$ cat config.mk
export PLATFORM = sky130hd
export DESIGN_NAME = selection_sort_engine_core_flat
export DESIGN_NICKNAME = d
export VERILOG_FILES = /design/src/hdl/sse_pkg.sv /design/src/hdl/sse_if.sv /design/src/hdl/sse_ram.sv /design/src/hdl/sse_ctrl.sv /design/src/hdl/sse_dp.sv /design/src/hdl/selection_sort_engine_core.sv /design/src/flat_wrapper.sv
export VERILOG_INCLUDE_DIRS = /design/src /design/src/hdl
export SDC_FILE = /design/constraint.sdc
export NUM_CORES = 1
export LEC_CHECK = 0
export ABC_CLOCK_PERIOD_IN_PS = 7700
export BUFFER_PORTS_ARGS = -buffer_cell sky130_fd_sc_hd__buf_4
export CAP_MARGIN = 40
export CORE_UTILIZATION = 66
export CTS_CLUSTER_SIZE = 28
export DETAILED_ROUTE_END_ITERATION = 10
export PLACE_DENSITY_LB_ADDON = 0.25
export SLEW_MARGIN = 40
export SYNTH_ARGS = -nofsm -noshare
export SYNTH_HDL_FRONTEND = slang
export SYNTH_HIERARCHICAL = 1
export SYNTH_SLANG_ARGS = --single-unit
export TNS_END_PERCENT = 100
$ cat constraint.sdc
create_clock -name clk_i -period 7.7 [get_ports clk_i]
set_input_delay 1.54 -clock clk_i [delete_from_list [all_inputs] [get_ports clk_i]]
set_output_delay 1.54 -clock clk_i [all_outputs]
set_load 0.05 [all_outputs]
$ cat src/hdl/assert_macros.svh
`ifndef ASSERT_MACROS_SVH
`define ASSERT_MACROS_SVH

// property that must hold on every edge out of reset
`define SSE_ASSERT(lbl, prop, msg) \
  lbl: assert property (@(posedge clk_i) disable iff (!rst_ni) (prop)) else $error(msg);

// condition on one edge forces a result on the next edge
`define SSE_ASSERT_NEXT(lbl, cond, res, msg) \
  lbl: assert property (@(posedge clk_i) disable iff (!rst_ni) (cond) |=> (res)) \
    else $error(msg);

`endif

$ cat src/hdl/sse_pkg.sv
`default_nettype none

package sse_pkg;

  // default store depth and word width
  localparam int unsigned CAPACITY = 16;
  localparam int unsigned VALUE_W  = 32;

  // controller to datapath
  typedef struct packed {
    logic load;     // accepted input word
    logic rd_pos;   // read the entry at the pass position
    logic rd_k;     // read the next scan entry
    logic first;    // take the pass position entry as current minimum
    logic scan;     // compare scan entry with current minimum
    logic swap;     // result taken: move the displaced entry
    logic finish;   // last result taken: clear the set
  } cmd_t;

  // datapath to controller
  typedef struct packed {
    logic in_last;
    logic k_done;
    logic scan_last;
    logic pos_last;
  } status_t;

endpackage

`default_nettype wire

$ cat src/hdl/sse_if.sv
`default_nettype none

// input word channel
interface sse_in_if;
  logic                               valid;
  logic                               ready;
  logic signed [sse_pkg::VALUE_W-1:0] value;
  logic                               last;

  modport source (output valid, output value, output last, input ready);
  modport sink   (input valid, input value, input last, output ready);
endinterface

// result word channel
interface sse_out_if;
  logic                               valid;
  logic                               ready;
  logic signed [sse_pkg::VALUE_W-1:0] sorted_value;
  logic                               final_res;
  logic                               dropped;

  modport source (output valid, output sorted_value, output final_res, output dropped,
                  input ready);
  modport sink   (input valid, input sorted_value, input final_res, input dropped,
                  output ready);
endinterface

`default_nettype wire

$ cat src/hdl/sse_ram.sv
`default_nettype none

module sse_ram #(
  parameter int unsigned WIDTH = 32,
  parameter int unsigned DEPTH = 16
) (
  input  wire logic                     clk_i,
  input  wire logic                     we_i,
  input  wire logic [$clog2(DEPTH)-1:0] waddr_i,
  input  wire logic [WIDTH-1:0]         wdata_i,
  input  wire logic [$clog2(DEPTH)-1:0] raddr_i,
  output logic      [WIDTH-1:0]         rdata_o
);

  logic [WIDTH-1:0] mem_q [DEPTH];

  // one write port, registered read port
  always_ff @(posedge clk_i) begin
    if (we_i) begin
      mem_q[waddr_i] <= wdata_i;
    end
    rdata_o <= mem_q[raddr_i];
  end

endmodule

`default_nettype wire

$ cat src/hdl/sse_ctrl.sv
`default_nettype none

`include "assert_macros.svh"

module sse_ctrl (
  input  wire logic             clk_i,
  input  wire logic             rst_ni,
  input  wire logic             in_valid_i,
  output logic                  in_ready_o,
  output logic                  out_valid_o,
  input  wire logic             out_ready_i,
  input  wire sse_pkg::status_t status_i,
  output sse_pkg::cmd_t         cmd_o
);

  typedef enum logic [4:0] {
    LOAD  = 5'b00001,
    ISSUE = 5'b00010,
    CAPT  = 5'b00100,
    SCAN  = 5'b01000,
    EMIT  = 5'b10000
  } state_e;

  state_e state_q, state_d;

  // handshake outputs
  assign in_ready_o  = (state_q == LOAD);
  assign out_valid_o = (state_q == EMIT);

  // next state and commands
  always_comb begin
    state_d = state_q;
    cmd_o   = '0;
    case (state_q)
      LOAD: begin
        if (in_valid_i) begin
          cmd_o.load = 1'b1;
          if (status_i.in_last) begin
            state_d = ISSUE;
          end
        end
      end
      ISSUE: begin
        cmd_o.rd_pos = 1'b1;
        state_d      = CAPT;
      end
      CAPT: begin
        cmd_o.first = 1'b1;
        cmd_o.rd_k  = 1'b1;
        state_d     = status_i.k_done ? EMIT : SCAN;
      end
      SCAN: begin
        cmd_o.scan = 1'b1;
        cmd_o.rd_k = 1'b1;
        if (status_i.scan_last) begin
          state_d = EMIT;
        end
      end
      EMIT: begin
        if (out_ready_i) begin
          cmd_o.swap = 1'b1;
          if (status_i.pos_last) begin
            cmd_o.finish = 1'b1;
            state_d      = LOAD;
          end else begin
            state_d = ISSUE;
          end
        end
      end
      default: begin
        state_d = LOAD;
      end
    endcase
  end

  // state register
  always_ff @(posedge clk_i or negedge rst_ni) begin
    if (!rst_ni) begin
      state_q <= LOAD;
    end else begin
      state_q <= state_d;
    end
  end

  // the two sides of the block never run at once
  `SSE_ASSERT(a_no_overlap, !(in_ready_o && out_valid_o), "load and emit overlap")
  // the final result returns the block to loading
  `SSE_ASSERT_NEXT(a_final_to_load, out_valid_o && out_ready_i && status_i.pos_last,
                   in_ready_o, "no return to load after final result")

endmodule

`default_nettype wire

$ cat src/hdl/sse_dp.sv
`default_nettype none

`include "assert_macros.svh"

module sse_dp #(
  parameter int unsigned CAPACITY = sse_pkg::CAPACITY
) (
  input  wire logic                               clk_i,
  input  wire logic                               rst_ni,
  input  wire sse_pkg::cmd_t                      cmd_i,
  output sse_pkg::status_t                        status_o,
  input  wire logic signed [sse_pkg::VALUE_W-1:0] value_i,
  input  wire logic                               last_i,
  output logic signed [sse_pkg::VALUE_W-1:0]      sorted_value_o,
  output logic                                    final_res_o,
  output logic                                    dropped_o
);

  localparam int unsigned AW = $clog2(CAPACITY);
  localparam int unsigned CW = $clog2(CAPACITY + 1);
  localparam int unsigned VW = sse_pkg::VALUE_W;

  logic [CW-1:0]        fill_q;
  logic                 ovf_q;
  logic [AW-1:0]        pos_q;
  logic [CW-1:0]        k_q;
  logic [AW-1:0]        rd_idx_q;
  logic [AW-1:0]        best_idx_q;
  logic signed [VW-1:0] best_q;
  logic signed [VW-1:0] pos_val_q;

  logic                 full;
  logic                 ram_we;
  logic [AW-1:0]        ram_waddr;
  logic [VW-1:0]        ram_wdata;
  logic [AW-1:0]        ram_raddr;
  logic [VW-1:0]        ram_rdata;
  logic signed [VW-1:0] rd_val;

  assign full   = (fill_q == CW'(CAPACITY));
  assign rd_val = $signed(ram_rdata);

  // store write: loading or moving the displaced entry
  assign ram_we    = (cmd_i.load && !full) || cmd_i.swap;
  assign ram_waddr = cmd_i.swap ? best_idx_q : fill_q[AW-1:0];
  assign ram_wdata = cmd_i.swap ? pos_val_q : value_i;
  assign ram_raddr = cmd_i.rd_pos ? pos_q : k_q[AW-1:0];

  sse_ram #(
    .WIDTH (VW),
    .DEPTH (CAPACITY)
  ) u_store (
    .clk_i   (clk_i),
    .we_i    (ram_we),
    .waddr_i (ram_waddr),
    .wdata_i (ram_wdata),
    .raddr_i (ram_raddr),
    .rdata_o (ram_rdata)
  );

  // set bookkeeping
  always_ff @(posedge clk_i or negedge rst_ni) begin
    if (!rst_ni) begin
      fill_q <= '0;
      ovf_q  <= 1'b0;
      pos_q  <= '0;
    end else if (cmd_i.finish) begin
      fill_q <= '0;
      ovf_q  <= 1'b0;
      pos_q  <= '0;
    end else begin
      if (cmd_i.load) begin
        if (full) begin
          ovf_q <= 1'b1;
        end else begin
          fill_q <= fill_q + CW'(1);
        end
      end
      if (cmd_i.swap) begin
        pos_q <= pos_q + AW'(1);
      end
    end
  end

  // scan index and address of the word in flight
  always_ff @(posedge clk_i or negedge rst_ni) begin
    if (!rst_ni) begin
      k_q      <= '0;
      rd_idx_q <= '0;
    end else begin
      rd_idx_q <= ram_raddr;
      if (cmd_i.rd_pos) begin
        k_q <= CW'(pos_q) + CW'(1);
      end else if (cmd_i.rd_k) begin
        k_q <= k_q + CW'(1);
      end
    end
  end

  // running minimum, earliest wins on a tie
  always_ff @(posedge clk_i) begin
    if (cmd_i.first) begin
      best_q     <= rd_val;
      pos_val_q  <= rd_val;
      best_idx_q <= pos_q;
    end else if (cmd_i.scan && (rd_val < best_q)) begin
      best_q     <= rd_val;
      best_idx_q <= rd_idx_q;
    end
  end

  assign status_o.in_last   = last_i;
  assign status_o.k_done    = (k_q >= fill_q);
  assign status_o.scan_last = (CW'(rd_idx_q) + CW'(1) == fill_q);
  assign status_o.pos_last  = (CW'(pos_q) + CW'(1) == fill_q);

  assign sorted_value_o = best_q;
  assign final_res_o    = status_o.pos_last;
  assign dropped_o      = ovf_q;

  // the fill count never passes the store depth
  `SSE_ASSERT(a_fill_bound, fill_q <= CW'(CAPACITY), "fill count beyond capacity")
  // a word loaded while full leaves the fill at capacity and sets the drop flag
  `SSE_ASSERT_NEXT(a_full_holds, cmd_i.load && full && !cmd_i.finish,
                   fill_q == CW'(CAPACITY) && ovf_q, "dropped word changed the fill")

endmodule

`default_nettype wire

$ cat src/hdl/selection_sort_engine_core.sv
// channel | dir | payload                           | accepted when
// in_i    | in  | value, last                       | valid && ready
// out_o   | out | sorted_value, final_res, dropped  | valid && ready
//
// loading takes one cycle per word; a word arriving with the store full is dropped
// sorting of n words: each pass reads the entries from its position on through
//   the single read port of the element store (one entry per cycle), then emits
// each result leaves at the end of its pass; the next pass starts once it is taken
// a stalled result holds the block in its emit step; no word is taken meanwhile
// reset clears the controller and the set counters; the store needs no clearing
`default_nettype none

module selection_sort_engine_core #(
  parameter int unsigned CAPACITY = sse_pkg::CAPACITY
) (
  input  wire logic  clk_i,
  input  wire logic  rst_ni,
  sse_in_if.sink     in_i,
  sse_out_if.source  out_o
);

  sse_pkg::cmd_t    cmd;
  sse_pkg::status_t status;

  // sequencer
  sse_ctrl u_ctrl (
    .clk_i       (clk_i),
    .rst_ni      (rst_ni),
    .in_valid_i  (in_i.valid),
    .in_ready_o  (in_i.ready),
    .out_valid_o (out_o.valid),
    .out_ready_i (out_o.ready),
    .status_i    (status),
    .cmd_o       (cmd)
  );

  // store, counters and minimum search
  sse_dp #(
    .CAPACITY (CAPACITY)
  ) u_dp (
    .clk_i          (clk_i),
    .rst_ni         (rst_ni),
    .cmd_i          (cmd),
    .status_o       (status),
    .value_i        (in_i.value),
    .last_i         (in_i.last),
    .sorted_value_o (out_o.sorted_value),
    .final_res_o    (out_o.final_res),
    .dropped_o      (out_o.dropped)
  );

endmodule

`default_nettype wire

$ cat src/flat_wrapper.sv
// flat-port wrapper written by rule: the top's interface ports become plain ports
module selection_sort_engine_core_flat 
#(
  parameter int unsigned CAPACITY = sse_pkg::CAPACITY
)
  (clk_i, rst_ni, in_i_valid, in_i_value, in_i_last, in_i_ready, out_o_valid, out_o_sorted_value, out_o_final_res, out_o_dropped, out_o_ready);
  sse_in_if in_i_i ();
  sse_out_if out_o_i ();
  input  wire logic clk_i;
  input  wire logic rst_ni;
  input wire logic [$bits(in_i_i.valid)-1:0] in_i_valid;
  input wire logic [$bits(in_i_i.value)-1:0] in_i_value;
  input wire logic [$bits(in_i_i.last)-1:0] in_i_last;
  output wire logic [$bits(in_i_i.ready)-1:0] in_i_ready;
  output wire logic [$bits(out_o_i.valid)-1:0] out_o_valid;
  output wire logic [$bits(out_o_i.sorted_value)-1:0] out_o_sorted_value;
  output wire logic [$bits(out_o_i.final_res)-1:0] out_o_final_res;
  output wire logic [$bits(out_o_i.dropped)-1:0] out_o_dropped;
  input wire logic [$bits(out_o_i.ready)-1:0] out_o_ready;
  assign in_i_i.valid = in_i_valid;
  assign in_i_i.value = in_i_value;
  assign in_i_i.last = in_i_last;
  assign in_i_ready = in_i_i.ready;
  assign out_o_valid = out_o_i.valid;
  assign out_o_sorted_value = out_o_i.sorted_value;
  assign out_o_final_res = out_o_i.final_res;
  assign out_o_dropped = out_o_i.dropped;
  assign out_o_i.ready = out_o_ready;
  selection_sort_engine_core #(.CAPACITY(CAPACITY)) u_core (.clk_i(clk_i), .rst_ni(rst_ni), .in_i(in_i_i), .out_o(out_o_i));
endmodule
== After elaboration in Yosys (flattened, before gate mapping) ==
Memory sizes are Yosys's and may differ from the RTL's. A register that Yosys moved wholly into a read port is not among the register bits.
Index checks and enable logic that the tools add are counted.
Storage, ports and cells
  RAM bits: 512
  output and inout port bits: 36
  flip-flop bits (word level): 92
  input bits: 37
  memories kept: 1
  word-level logic and storage cells: 78
Cells by class
  reductions and logical operators: 13
  add/subtract/negate cells: 5
  mux-type cells: 35
  equality and inequality tests: 13
  magnitude comparators: 2
Memories
  u_core.u_dp.u_store.mem_q: words 16, bits a word 32, read ports 1, clocked after memory_dff 1, write ports 1, line sse_ram.sv:15  | logic [WIDTH-1:0] mem_q [DEPTH];
Operator list (number)
  32-bit 2-to-1 mux: 3
  5-bit 2-to-1 mux: 10
  32-bit less-than comparator: 1
  5-bit one-hot mux with 5 select lines: 1
  4-bit 2-to-1 mux: 6
  1-bit 2-to-1 mux: 12
  4-bit by 1-bit adder with 5-bit output, second input constant: 2
  5-bit by 1-bit adder with 5-bit output, second input constant: 2
  5-bit == test: 2
  5-bit == test, second input constant: 2
  2-bit nonzero test: 5
  2-bit 2-to-1 mux: 3
  2-bit by 1-bit != test with 1-bit output, second input constant: 3
  5-bit by 1-bit == test with 1-bit output, second input constant: 1
  5-bit by 2-bit == test with 1-bit output, second input constant: 1
  5-bit by 3-bit == test with 1-bit output, second input constant: 1
  5-bit by 4-bit == test with 1-bit output, second input constant: 1
  5-bit greater-or-equal comparator: 1
  4-bit by 1-bit adder with 4-bit output, second input constant: 1
  2-bit != test, second input constant: 2
  2-bit AND reduction: 2
  4-bit AND reduction: 1
  1-bit logical AND: 2
  2-bit OR reduction: 1
  2 further kinds: 2

== Logic depth before layout (Yosys ltp) ==
Gate-level depths: netlist of run 1.
  word-level depth: 8
  mapped depth: 11
  gate-level depth less buffers: 11

== Cells and area by module ==
Netlist of run 1, hierarchy kept.
Modules (own cells, without submodules)
  sse_ram: times used 1, seq. area each 16015.4 sq um, area each 19854.0 sq um, cells an instance 838
  sse_dp: times used 1, seq. area each 2517.4 sq um, area each 4530.6 sq um, cells an instance 356
  sse_ctrl: times used 1, seq. area each 126.4 sq um, area each 344.1 sq um, cells an instance 39

== Least setup slack after synthesis of run 1 ==
Ideal clock, no wire load.
  kind: register to register
  start point: register u_core.u_ctrl.state_q[2]
  end point: memory u_core.u_dp.u_store.mem_q[0][0], enable pin
  required time: 7239 ps
  period minus slack after synthesis: 5630 ps
  arrival: 5169 ps
  cell stages (with the launch flop): 10
  path buffers: 2
  slack: 2070 ps
  setup time: 461 ps
  cells stage by stage: dfrtp_1 -> nand2b_1 -> nor4_2 -> nand2_1 -> inv_1 -> buf_2 -> buf_1 -> o21ai_0 -> or3b_2 -> nor3_1
RTL lines
  start: declaration: line sse_ctrl.sv:24  | state_e state_q, state_d;
  start signal: assignment: line sse_ctrl.sv:81  | state_q <= state_d;
  end: declaration: line sse_ram.sv:15

== Worst setup path in the final report of run 1 ==
  start point: register u_core.u_dp.pos_q[0]
  end point: output port out_o_final_res
On the way
  cells in the longest elaborated chain, start to end: 2
Ends and longest elaborated chain
  start: declaration: line sse_dp.sv:25  | logic [AW-1:0] pos_q;
  start signal: assignment: line sse_dp.sv:80  | pos_q <= pos_q + AW'(1);
  4-bit by 1-bit adder with 5-bit output: line sse_dp.sv:115  | assign status_o.pos_last = (CW'(pos_q) + CW'(1) == fill_q);
  5-bit == test: line sse_dp.sv:115
  end: declaration: line flat_wrapper.sv:17  | output wire logic [$bits(out_o_i.final_res)-1:0] out_o_final_res;
Every way passes these cells.

==> insert_results.sql, run 1 <==
INSERT INTO impl_metrics (metric_group, metric, value, unit) VALUES
('drt', 'detail_route.iter0.violations', '1234', ''),
('critical_path', 'ff2ff_path_depth', '10', ''),
('placement', 'post_dp_cell_area', '0.0264', 'mm2'),
('sta', 'relSlewSlack', '0.429', ''),
('yosys', 'postSynthNetCount', '1311', ''),
('sta', 'setup_slack', '3.15', 'ns'),
('sta', 'period_minus_slack', '4.55', 'ns'),
('yosys', 'yosys_most_used_dff', 'sky130_fd_sc_hd__edfxtp_1', ''),
('min_path', 'hold_path_end', 'u_core/u_dp/pos_val_q[12]$_DFFE_PP_', ''),
('placement', 'dpl.cell_count', '1759', ''),
('critical_path', 'critical_path.reg2reg.startpoint', 'u_core/u_ctrl/state_q[2]$_DFFE_PN0P_', ''),
('clocking', 'path_clk_slew', '0.06', 'ns'),
('sta', 'setup_repair_after_global_routing_missed_its_margin', 'false', ''),
('die', 'placeableCoreArea', '0.0367', 'mm2'),
('power_and_ir_drop', 'comb_power_share', '0.258', ''),
('cells_and_area', 'antennaDiodeCount', '0', ''),
('power_and_ir_drop', 'cellLeakagePower', '9.53', 'nW'),
('cells_and_area', 'drive_gt1_frac', '0.282', ''),
('drt', 'detail-route-antenna-nets', '0', ''),
('placement', 'placement.setup.worst_slack', '3.06', 'ns'),
('drt', 'route.detailed.vias_per_inst', '6.76', ''),
('sta', 'share_of_the_cycle_needed_by_the_critical_path_after_routing', '0.591', ''),
('yosys', 'synthMuxAreaShare', '0.136', ''),
('critical_path', 'critPathRequiredTime', '6.16', 'ns'),
('yosys', 'synth_simple_gate_area_share', '0.0284', ''),
('global_route', 'grt_antenna_before_repair', '1', ''),
('clocking', 'cts-buffers-inserted', '58', ''),
('min_path', 'min_path_type', 'reg -> reg', ''),
('global_route', 'track_usage', '0.296', ''),
('die', 'die_h', '196', 'um'),
('sta', 'timing_worst_slew_pin_value', '0.848', 'ns'),
('critical_path', 'setup_slack_reg_to_reg', '3.27', 'ns'),
('critical_path', 'cp.arrival', '3.01', 'ns'),
('sta', 'maxClockFrequency', '0.220', 'GHz'),
('die', 'boundaryPins', '73', ''),
('drt', 'wl_per_cell', '29.1', 'um'),
('power_and_ir_drop', 'share_seq_of_total_power', '0.451', ''),
('clocking', 'cts_hold_fix_bufs', '0', ''),
('min_path', 'hold_depth', '0', ''),
('outcome', 'run_status', 'completed', ''),
('clocking', 'post_cts.repair.setup_buffers', '0', ''),
('job', 'max_cap_violations', '0', ''),
('drt', 'drt_pre_antenna_iters', '5', ''),
('cells_and_area', 'final-instance-count-excl-fill', '1869', ''),
('cells_and_area', 'mostFrequentLayoutCell', 'sky130_fd_sc_hd__edfxtp_1', ''),
('placement', 'hpwlAfterDp', '31.7', 'mm'),
('critical_path', 'crit_path_max_fanout', '7', ''),
('cells_and_area', 'final_layout_fill_cell_count', '1849', ''),
('critical_path', 'timing.setup.critical_path_class', 'reg -> out', ''),
('die', 'core.rowCount', '70', ''),
('drt', 'drcViolationCount', '0', ''),
('yosys', 'synth_warnings', '6', ''),
('placement', 'globalplace.congestion', '0.795', ''),
('yosys', 'synth-edff-count', '580', ''),
('yosys', 'ys_ff_latch', '636', ''),
('placement', 'numPortBuffers', '72', ''),
('yosys', 'synth_top_family_by_area', 'multiplexers', ''),
('power_and_ir_drop', 'clock_power_share', '0.292', ''),
('cells_and_area', 'layout_common_cells', 'sky130_fd_sc_hd__edfxtp_1 (580), sky130_fd_sc_hd__mux4_2 (128), sky130_fd_sc_hd__buf_4 (89)', ''),
('power_and_ir_drop', 'sw_frac_of_total', '0.291', ''),
('clocking', 'cts_htree_levels', '2', ''),
('power_and_ir_drop', 'power_per_cell_area', '345', 'mW/mm2'),
('global_route', 'grt_first_pass_wirelength', '81.0', 'mm'),
('cells_and_area', 'finish.instance_area', '0.0283', 'mm2'),
('sta', 'fin_skew', '0.0176', 'ns'),
('sta', 'hold_viol', '0', ''),
('clocking', 'skew_pair_late_insertion_delay', '0.61', 'ns'),
('critical_path', 'timing.rr.end', 'u_core/u_dp/u_store/rdata_o[12]$_DFF_P_', ''),
('sta', 'finalSetupTns', '0', 'ns'),
('global_route', 'grt_max_degree', '63', ''),
('power_and_ir_drop', 'p_sw', '2.84', 'mW');
## power groups by stage
stage	Combinational [mW]	Clock (mW)	Sequential [mW]
final	2.51	2.84	4.40
after CTS	2.52	2.87	4.39
after global routing	2.68	2.98	4.42
after global placement	2.25	0	4.43
after detailed placement	2.45	0	4.45
after floorplan	1.74	0	4.38
## synthesized netlist by cell type (15+ instances only)
cell type	count	share of area
sky130_fd_sc_hd__a21oi_1	20	0.0040
sky130_fd_sc_hd__a22oi_1	65	0.020
sky130_fd_sc_hd__clkbuf_1	19	0.0029
sky130_fd_sc_hd__dfrtp_1	23	0.023
sky130_fd_sc_hd__dfxtp_1	32	0.026
sky130_fd_sc_hd__edfxtp_1	580	0.70
sky130_fd_sc_hd__ha_1	41	0.021
sky130_fd_sc_hd__inv_1	46	0.0070
sky130_fd_sc_hd__mux2_2	40	0.018
sky130_fd_sc_hd__mux4_2	128	0.12
sky130_fd_sc_hd__nand2_1	52	0.0079
sky130_fd_sc_hd__nor2_1	36	0.0055
sky130_fd_sc_hd__o21ai_0	15	0.0030
sky130_fd_sc_hd__xnor2_1	15	0.0053
## per-layer routing
layer | GRT usage | vias up | part of all wire
li1 | - | 5239 | -
met1 | 0.398 | 6567 | 0.37
met2 | 0.492 | 723 | 0.51
met3 | 0.0509 | 111 | 0.087
met4 | 0.111 | 0 | 0.032
met5 | 0 | - | 0
## worst max-delay path by stage
stage | slack [ns] | cells past startpoint | end | startpoint
final | 3.15 | 7 | out_o_final_res | u_core/u_dp/pos_q[0]$_DFFE_PN0P_
after global routing | 2.96 | 10 | u_core/u_dp/u_store/rdata_o[9]$_DFF_P_ | u_core/u_ctrl/state_q[2]$_DFFE_PN0P_
after CTS | 2.98 | 10 | u_core/u_dp/u_store/rdata_o[29]$_DFF_P_ | u_core/u_ctrl/state_q[2]$_DFFE_PN0P_
after detailed placement | 3.06 | 7 | u_core/u_dp/u_store/mem_q[14][21]$_DFFE_PP_ | out_o_ready
after global placement | 3.28 | 7 | u_core/u_dp/u_store/mem_q[14][21]$_DFFE_PP_ | out_o_ready
after floorplan | 2.07 | 9 | u_core/u_dp/u_store/mem_q[0][0]$_DFFE_PP_ | u_core/u_ctrl/state_q[2]$_DFFE_PN0P_
## worst max-delay path, stage by stage (launching register included)
cell                      delay (ns)
sky130_fd_sc_hd__dfrtp_1        0.51
sky130_fd_sc_hd__ha_1           0.32
sky130_fd_sc_hd__xnor2_1        0.16
sky130_fd_sc_hd__nor2_1         0.10
sky130_fd_sc_hd__a21oi_1        0.05
sky130_fd_sc_hd__o22a_1         0.18
sky130_fd_sc_hd__nor4_1         0.74
sky130_fd_sc_hd__buf_4          0.33
## cells by family after synthesis
kind of cell	after synthesis
compound gates	119
xor+xnor	22
simple gates	144
fa+ha+maj	41
flops	636
mux	171
buf+inv	100
## cell type report
type / instances / area, um2 / area share
Clock inverter: 33 / 310 / 0.0110
Multi-Input combinational cell: 497 / 5800 / 0.205
Tap cell: 468 / 586 / 0.0207
Sequential cell: 636 / 18700 / 0.660
Clock buffer: 77 / 1570 / 0.0557
Timing Repair Buffer: 112 / 1180 / 0.0418
Inverter: 46 / 173 / 0.00611
## state kept, by name (all words and copies together) (netlist names)
signal / flops
u_core/u_ctrl/state_q: 5
u_core/u_dp/best_idx_q: 4
u_core/u_dp/dropped_o: 1
u_core/u_dp/fill_q: 5
u_core/u_dp/k_q: 5
u_core/u_dp/pos_q: 4
u_core/u_dp/pos_val_q: 32
u_core/u_dp/rd_idx_q: 4
u_core/u_dp/sorted_value_o: 32
u_core/u_dp/u_store/mem_q: 512
u_core/u_dp/u_store/rdata_o: 32
## through the flow
stage / hold slack (ns) / power [mW] / utilization
6_report: 0.473 / 9.75 / 0.771
5_1_grt: 0.474 / 10.1 / 0.771
4_1_cts: 0.465 / 9.77 / 0.770
3_5_place_dp: 0.453 / 6.91 / 0.719
3_3_place_gp: 0.456 / 6.69 / 0.706
2_1_floorplan: 0.426 / 6.12 / -
Note: power is estimated with default switching activity, not from simulation.
==> inputs of run 2 (changes only) <==
Settings changed: ABC_CLOCK_PERIOD_IN_PS 7700 to 4700, CORE_UTILIZATION 66 to 62.
Clock period 7.7 ns to 4.7 ns, I/O delays scaled along.
==> run 2 against run 1 <==
- clock-buffer cell count rose by 4
- power is 66% higher
- cell count grew 2.7%
- largest cell class unchanged
==> insert_results.sql, run 2 (same netlist as run 1, synthesis figures left out) <==
INSERT INTO impl_metrics (metric_group, metric, value, unit) VALUES
('outcome', 'run_status', 'completed', ''),
('clocking', 'clock_tree.buffer_depth', '3', ''),
('global_route', 'grt_pass1_vias', '12800', ''),
('die', 'initial_utilization', '0.634', ''),
('critical_path', 'cp.arrival', '3.02', 'ns'),
('drt', 'topRoutingLayerUsed', 'met4', ''),
('drt', 'drcViolationCount', '0', ''),
('cells_and_area', 'antennaDiodeCount', '0', ''),
('die', 'core.rowCount', '72', ''),
('critical_path', 'crit_path_max_incr_delay', '0.75', 'ns'),
('drt', 'wl_per_cell', '27.5', 'um'),
('drt', 'route.detailed.vias_per_inst', '6.38', ''),
('clocking', 'clockRootBuffer', 'sky130_fd_sc_hd__clkbuf_16', ''),
('drt', 'detail_route.iter0.violations', '1243', ''),
('cells_and_area', 'mostFrequentLayoutCell', 'sky130_fd_sc_hd__edfxtp_1', ''),
('cells_and_area', 'largest_register_ffs', '512', ''),
('placement', 'dpl.cell_count', '1810', ''),
('global_route', 'grt_max_degree', '49', ''),
('drt', 'drt-total-wl', '52.7', 'mm'),
('placement', 'numPortBuffers', '72', ''),
('cells_and_area', 'layout_common_cells', 'sky130_fd_sc_hd__edfxtp_1 (580), sky130_fd_sc_hd__mux4_2 (128), sky130_fd_sc_hd__buf_4 (102)', ''),
('placement', 'hpwlAfterDp', '30.6', 'mm'),
('clocking', 'cts_hold_fix_bufs', '0', ''),
('critical_path', 'kind_of_end_point_of_the_critical_path', 'primary output', ''),
('power_and_ir_drop', 'power_per_cell_area', '571', 'mW/mm2'),
('sta', 'fin_skew', '0.0244', 'ns'),
('clocking', 'cts_tree', 'done', ''),
('global_route', 'grt_first_pass_wirelength', '79.6', 'mm'),
('die', 'placeableCoreArea', '0.0390', 'mm2'),
('clocking', 'cts_sinks', '636', ''),
('drt', 'routedLengthMet1', '21.4', 'mm'),
('power_and_ir_drop', 'clock_power_share', '0.309', ''),
('power_and_ir_drop', 'p_sw', '4.55', 'mW'),
('die', 'die_area', '0.0407', 'mm2'),
('min_path', 'min_path_type', 'in -> async', ''),
('sta', 'timing_worst_slew_pin_value', '0.852', 'ns'),
('critical_path', 'cp_cell_sequence', 'ha_1 > xnor2_1 > nor2_1 > a21oi_1 > o22a_1 > nor4_1 > buf_4', ''),
('critical_path', 'crit_path_max_fanout', '7', ''),
('power_and_ir_drop', 'cellLeakagePower', '9.56', 'nW'),
('drt', 'detail-route-antenna-nets', '0', ''),
('critical_path', 'timing.critical_path.from_type', 'flip-flop', ''),
('clocking', 'cts-buffers-inserted', '59', ''),
('drt', 'routed_wire_length_on_met3', '3.94', 'mm'),
('critical_path', 'timing.critical_path.slowest_stage_cell', 'sky130_fd_sc_hd__nor4_1', ''),
('clocking', 'path_clk_slew', '0.06', 'ns'),
('global_route', 'grt_antenna_before_repair', '1', ''),
('cells_and_area', 'area_growth_syn_to_layout', '14.5', '%'),
('clocking', 'cts_htree_levels', '2', ''),
('cells_and_area', 'num-nets-final', '1431', ''),
('sta', 'share_of_the_cycle_needed_by_the_critical_path_after_routing', '0.842', ''),
('cells_and_area', 'drive_gt1_frac', '0.292', ''),
('clocking', 'skew_pair_late_insertion_delay', '0.61', 'ns'),
('sta', 'setup_repair_after_global_routing_missed_its_margin', 'false', ''),
('placement', 'globalplace.congestion', '0.819', ''),
('cells_and_area', 'most_flops_register', 'u_core/u_dp/u_store/mem_q', ''),
('power_and_ir_drop', 'comb_power_share', '0.248', ''),
('clocking', 'cts_resized', '0', ''),
('power_and_ir_drop', 'sw_frac_of_total', '0.282', ''),
('cells_and_area', 'final-instance-count-excl-fill', '1920', ''),
('clocking', 'post_cts.repair.setup_buffers', '0', ''),
('sta', 'setup_viol_count_final', '0', ''),
('global_route', 'track_usage', '0.269', ''),
('drt', 'wl_met2', '25.9', 'mm'),
('die', 'boundaryPins', '73', ''),
('power_and_ir_drop', 'share_seq_of_total_power', '0.444', ''),
('job', 'max_cap_violations', '0', ''),
('global_route', 'global_route.overflow_total', '0', ''),
('power_and_ir_drop', 'ir_drop_worst_case_vdd', '0.345', 'mV'),
('sta', 'timing_max_transition_violations_final', '0', ''),
('power_and_ir_drop', 'totalPowerFinal', '16.2', 'mW'),
('sta', 'maxClockFrequency', '0.253', 'GHz'),
('critical_path', 'timing.setup.critical_path_class', 'reg -> out', ''),
('drt', 'via_count', '12300', ''),
('sta', 'relSlewSlack', '0.426', ''),
('drt', 'drt_pre_antenna_iters', '5', ''),
('sta', 'period_minus_slack', '3.96', 'ns'),
('die', 'die_h', '202', 'um'),
('sta', 'hold_viol', '0', ''),
('die', 'dieWidth', '202', 'um'),
('power_and_ir_drop', 'internal_power', '11.6', 'mW'),
('critical_path', 'critPathRequiredTime', '3.76', 'ns');
[run 2: cell count changes in the layout (fill, tap and decap cells not counted), moves of 5 or more]
cell                       delta
sky130_fd_sc_hd__buf_16      -13
sky130_fd_sc_hd__buf_4       +13
sky130_fd_sc_hd__clkinv_1     -9
sky130_fd_sc_hd__clkbuf_8     +7
sky130_fd_sc_hd__buf_12       +5
sky130_fd_sc_hd__clkbuf_1     -5
[run 2: power groups by stage]
stage | Combinational, mW | Sequential (mW) | Clock, mW
6_report | 4.00 | 7.17 | 4.98
5_1_grt | 4.31 | 7.21 | 5.25
4_1_cts | 4.03 | 7.17 | 5.05
3_5_place_dp | 3.98 | 7.27 | 0
3_3_place_gp | 3.83 | 7.24 | 0
2_1_floorplan | 2.86 | 7.17 | 0
[run 2: layer usage]
metal	up-vias	global-route usage
li1	5231	-
met1	6416	0.374
met2	509	0.437
met3	94	0.0513
met4	0	0.0877
met5	-	0
[run 2: path summary, 6_finish.rpt]
| check | startpoint | to | slack [ns] | cells after the start |
|---|---|---|---|---|
| max reg2reg | u_core/u_ctrl/state_q[2]$_DFFE_PN0P_ | u_core/u_dp/u_store/mem_q[11][7]$_DFFE_PP_ | 0.97 | 11 |
| min | rst_ni | u_core/u_dp/pos_q[1]$_DFFE_PN0P_ | 0.22 | 1 |
| max | u_core/u_dp/pos_q[0]$_DFFE_PN0P_ | out_o_final_res | 0.74 | 7 |
| min reg2reg | u_core/u_dp/u_store/rdata_o[0]$_DFF_P_ | u_core/u_dp/sorted_value_o[0]$_DFFE_PP_ | 0.47 | 0 |
| max in group asynchronous | rst_ni | u_core/u_ctrl/state_q[0]$_DFFE_PN1P_ | 4.18 | 1 |
| min in group clk_i | u_core/u_dp/u_store/rdata_o[0]$_DFF_P_ | u_core/u_dp/sorted_value_o[0]$_DFFE_PP_ | 0.47 | 0 |
[run 2: final cells by class]
class,instances,area (um2)
Clock buffer,81,1700
Clock inverter,29,355
Fill cell,2243,10700
Inverter,46,173
Multi-Input combinational cell,497,5810
Sequential cell,636,18700
Tap cell,518,648
Timing Repair Buffer,113,961
[run 2: per-stage QoR]
step	instance area (um2)	util	hold slack [ns]	worst slack (ns)	setup TNS [ns]
after floorplan	24700	-	0.426	-0.650	-40.91
after global placement	26200	0.671	0.437	0.830	0
after detailed placement	26300	0.673	0.448	0.914	0
after CTS	28300	0.726	0.211	0.783	0
after global routing	28300	0.726	0.232	0.638	0
final	28300	0.726	0.225	0.742	0
[run 2: worst max-delay path, delay by kind of cell, from the launching register on]
kind / cells / cell delay, ns
simple gates: 2 / 0.86
fa+ha+maj: 1 / 0.32
buf+inv: 1 / 0.33
compound gates: 2 / 0.23
flops: 1 / 0.51
xor+xnor: 1 / 0.16
==> inputs of run 3 (changes only) <==
Settings changed: ABC_CLOCK_PERIOD_IN_PS 4700 to 3930.
Clock period 4.7 ns to 3.93 ns, I/O delays scaled along.
==> run 3 against run 2 <==
- sequential share of layout area down 0.61 points
- routed wire length grew 3.4%
- core utilization increased by 0.68 points
- non-clock buffer count increased by 9
- final area grew 0.94%
- via count rose by 2.7%
- hold slack worse by 0.16 ns
- power grew 22%
- cell count rose by 0.57%
- die area unchanged
==> insert_results.sql, run 3 (same netlist as run 1, synthesis figures left out) <==
INSERT INTO impl_metrics (metric_group, metric, value, unit) VALUES
('cells_and_area', 'finish.instance_area', '0.0286', 'mm2'),
('die', 'die_h', '202', 'um'),
('power_and_ir_drop', 'p_sw', '5.63', 'mW'),
('drt', 'wl_met2', '27.3', 'mm'),
('critical_path', 'critical_path.reg2reg.startpoint', 'u_core/u_ctrl/state_q[2]$_DFFE_PN0P_', ''),
('drt', 'drt_pre_antenna_iters', '5', ''),
('placement', 'placement.setup.worst_slack', '0.603', 'ns'),
('outcome', 'run_status', 'completed', ''),
('power_and_ir_drop', 'internal_power', '14.1', 'mW'),
('cells_and_area', 'antennaDiodeCount', '0', ''),
('drt', 'routedLengthMet1', '21.1', 'mm'),
('sta', 'setup_viol_count_final', '0', ''),
('cells_and_area', 'mostFrequentLayoutCell', 'sky130_fd_sc_hd__edfxtp_1', ''),
('power_and_ir_drop', 'totalPowerFinal', '19.7', 'mW'),
('sta', 'setup_slack', '0.516', 'ns'),
('global_route', 'grt_max_degree', '79', ''),
('die', 'placeableCoreArea', '0.0390', 'mm2'),
('global_route', 'global_route.overflow_total', '0', ''),
('critical_path', 'cp.arrival', '2.63', 'ns'),
('clocking', 'skew_pair_late_insertion_delay', '0.64', 'ns'),
('clocking', 'cts_hold_fix_bufs', '0', ''),
('drt', 'wl_per_cell', '28.2', 'um'),
('critical_path', 'critPathRequiredTime', '3.14', 'ns'),
('die', 'die_area', '0.0407', 'mm2'),
('critical_path', 'setup_slack_reg_to_reg', '0.57', 'ns'),
('clocking', 'clock_tree.buffer_depth', '3', ''),
('placement', 'numPortBuffers', '72', ''),
('min_path', 'min_path_type', 'in -> async', ''),
('drt', 'via_count', '12600', ''),
('job', 'max_cap_violations', '0', ''),
('placement', 'hpwlAfterDp', '30.2', 'mm'),
('placement', 'globalplace.congestion', '0.784', ''),
('sta', 'hold_ws', '0.0662', 'ns'),
('clocking', 'post_cts.repair.setup_buffers', '0', ''),
('clocking', 'clockRootBuffer', 'sky130_fd_sc_hd__clkbuf_16', ''),
('sta', 'setup_repair_after_global_routing_missed_its_margin', 'false', ''),
('critical_path', 'timing.critical_path.to', 'out_o_final_res', ''),
('drt', 'detail_route.iter0.violations', '1162', ''),
('clocking', 'cts-buffers-inserted', '59', ''),
('power_and_ir_drop', 'comb_power_share', '0.250', ''),
('power_and_ir_drop', 'cellLeakagePower', '9.66', 'nW'),
('die', 'core.rowCount', '72', ''),
('critical_path', 'timing.rr.end', 'u_core/u_dp/u_store/mem_q[10][0]$_DFFE_PP_', ''),
('drt', 'drcViolationCount', '0', ''),
('sta', 'fin_skew', '0.0265', 'ns'),
('clocking', 'cts_sinks', '636', ''),
('die', 'dieWidth', '202', 'um'),
('critical_path', 'crit_path_max_fanout', '7', ''),
('sta', 'maxClockFrequency', '0.293', 'GHz'),
('power_and_ir_drop', 'ir_drop_worst_case_vdd', '0.560', 'mV'),
('cells_and_area', 'post_layout_util', '0.733', ''),
('cells_and_area', 'most_flops_register', 'u_core/u_dp/u_store/mem_q', ''),
('drt', 'route.detailed.vias_per_inst', '6.52', ''),
('cells_and_area', 'area_growth_syn_to_layout', '15.5', '%'),
('sta', 'hold_viol', '0', ''),
('sta', 'timing_max_transition_violations_final', '0', ''),
('power_and_ir_drop', 'share_seq_of_total_power', '0.435', ''),
('global_route', 'grt_pass1_vias', '12800', ''),
('cells_and_area', 'final-instance-count-excl-fill', '1931', ''),
('power_and_ir_drop', 'power_per_cell_area', '691', 'mW/mm2'),
('critical_path', 'timing.critical_path.from_type', 'flip-flop', ''),
('drt', 'routed_wire_length_on_met3', '4.61', 'mm'),
('sta', 'finalSetupTns', '0', 'ns'),
('cells_and_area', 'num-nets-final', '1440', ''),
('sta', 'relSlewSlack', '0.445', ''),
('die', 'initial_utilization', '0.634', ''),
('placement', 'dpl.cell_count', '1819', ''),
('global_route', 'grt_first_pass_wirelength', '81.9', 'mm'),
('die', 'boundaryPins', '73', ''),
('clocking', 'path_clk_slew', '0.06', 'ns'),
('sta', 'timing_worst_slew_pin_value', '0.830', 'ns'),
('critical_path', 'worst_setup_path_startpoint', 'u_core/u_dp/pos_q[0]$_DFFE_PN0P_', ''),
('cells_and_area', 'final_layout_fill_cell_count', '2198', ''),
('clocking', 'cts_resized', '0', ''),
('critical_path', 'timing.setup.critical_path_class', 'reg -> out', ''),
('sta', 'period_minus_slack', '3.41', 'ns'),
('placement', 'post_dp_cell_area', '0.0264', 'mm2'),
('clocking', 'cts_tree', 'done', ''),
('critical_path', 'ff2ff_path_depth', '8', ''),
('global_route', 'grt_antenna_before_repair', '0', ''),
('power_and_ir_drop', 'sw_frac_of_total', '0.285', ''),
('global_route', 'track_usage', '0.279', ''),
('critical_path', 'kind_of_end_point_of_the_critical_path', 'primary output', ''),
('sta', 'share_of_the_cycle_needed_by_the_critical_path_after_routing', '0.869', ''),
('drt', 'drt-total-wl', '54.5', 'mm'),
('cells_and_area', 'drive_gt1_frac', '0.298', ''),
('cells_and_area', 'layout_common_cells', 'sky130_fd_sc_hd__edfxtp_1 (580), sky130_fd_sc_hd__mux4_2 (128), sky130_fd_sc_hd__buf_4 (105)', ''),
('cells_and_area', 'largest_register_ffs', '512', ''),
('drt', 'topRoutingLayerUsed', 'met4', ''),
('clocking', 'cts_htree_levels', '2', ''),
('power_and_ir_drop', 'clock_power_share', '0.315', ''),
('drt', 'detail-route-antenna-nets', '0', '');
[run 3: cell types whose count changed in the layout (fill, tap and decap cells not counted), moves of 3 or more]
cell | previous run | this run
sky130_fd_sc_hd__clkinv_1 | 2 | 5
sky130_fd_sc_hd__clkbuf_1 | 10 | 7
sky130_fd_sc_hd__clkinvlp_4 | 2 | 5
sky130_fd_sc_hd__buf_12 | 6 | 16
sky130_fd_sc_hd__buf_8 | 5 | 1
sky130_fd_sc_hd__clkbuf_8 | 10 | 5
sky130_fd_sc_hd__bufinv_16 | 8 | 12
sky130_fd_sc_hd__buf_4 | 102 | 105
[run 3: layout make-up]
class / count / area, um2 / area share
flip-flops and latches: 636 / 18700 / 0.653
multi-input cells: 497 / 5830 / 0.204
clock buffers: 72 / 1600 / 0.0559
repair buffers: 122 / 1120 / 0.0393
well taps: 518 / 648 / 0.0227
clock inverters: 40 / 547 / 0.0191
inverters: 46 / 173 / 0.00604
[run 3: worst min path at each step]
stage	start	slack (ns)	endpoint	depth (start not counted)
final	rst_ni	0.07	u_core/u_dp/pos_q[2]$_DFFE_PN0P_	1
after global routing	rst_ni	0.08	u_core/u_dp/pos_q[0]$_DFFE_PN0P_	1
after CTS	rst_ni	0.04	u_core/u_dp/k_q[4]$_DFFE_PN0P_	1
after detailed placement	u_core/u_dp/u_store/rdata_o[7]$_DFF_P_	0.45	u_core/u_dp/pos_val_q[7]$_DFFE_PP_	0
after global placement	u_core/u_dp/u_store/rdata_o[7]$_DFF_P_	0.44	u_core/u_dp/sorted_value_o[7]$_DFFE_PP_	0
after floorplan	u_core/u_dp/u_store/rdata_o[0]$_DFF_P_	0.43	u_core/u_dp/pos_val_q[0]$_DFFE_PP_	0
[run 3: per-layer routing]
| layer | vias up | global-route usage |
|---|---|---|
| met4 | 0 | 0.101 |
| li1 | 5270 | - |
| met5 | - | 0 |
| met3 | 103 | 0.0437 |
| met2 | 665 | 0.452 |
| met1 | 6543 | 0.390 |
[run 3: worst max-delay path, stage by stage, from the launching register on]
cell and delay (ns):
sky130_fd_sc_hd__dfrtp_1 0.51, sky130_fd_sc_hd__ha_1 0.33, sky130_fd_sc_hd__xnor2_1 0.17, sky130_fd_sc_hd__nor2_1 0.10, sky130_fd_sc_hd__a21oi_1 0.05, sky130_fd_sc_hd__o22a_1 0.18, sky130_fd_sc_hd__nor4_1 0.30, sky130_fd_sc_hd__buf_4 0.18
sky130_fd_sc_hd__buf_4 0.19
[run 3: power groups by stage]
stage,clock [mW],combinational [mW],sequential (mW)
final,6.22,4.94,8.59
after global routing,6.54,5.27,8.65
after CTS,6.30,4.96,8.59
after detailed placement,0,4.88,8.71
after global placement,0,4.74,8.68
after floorplan,0,3.46,8.56
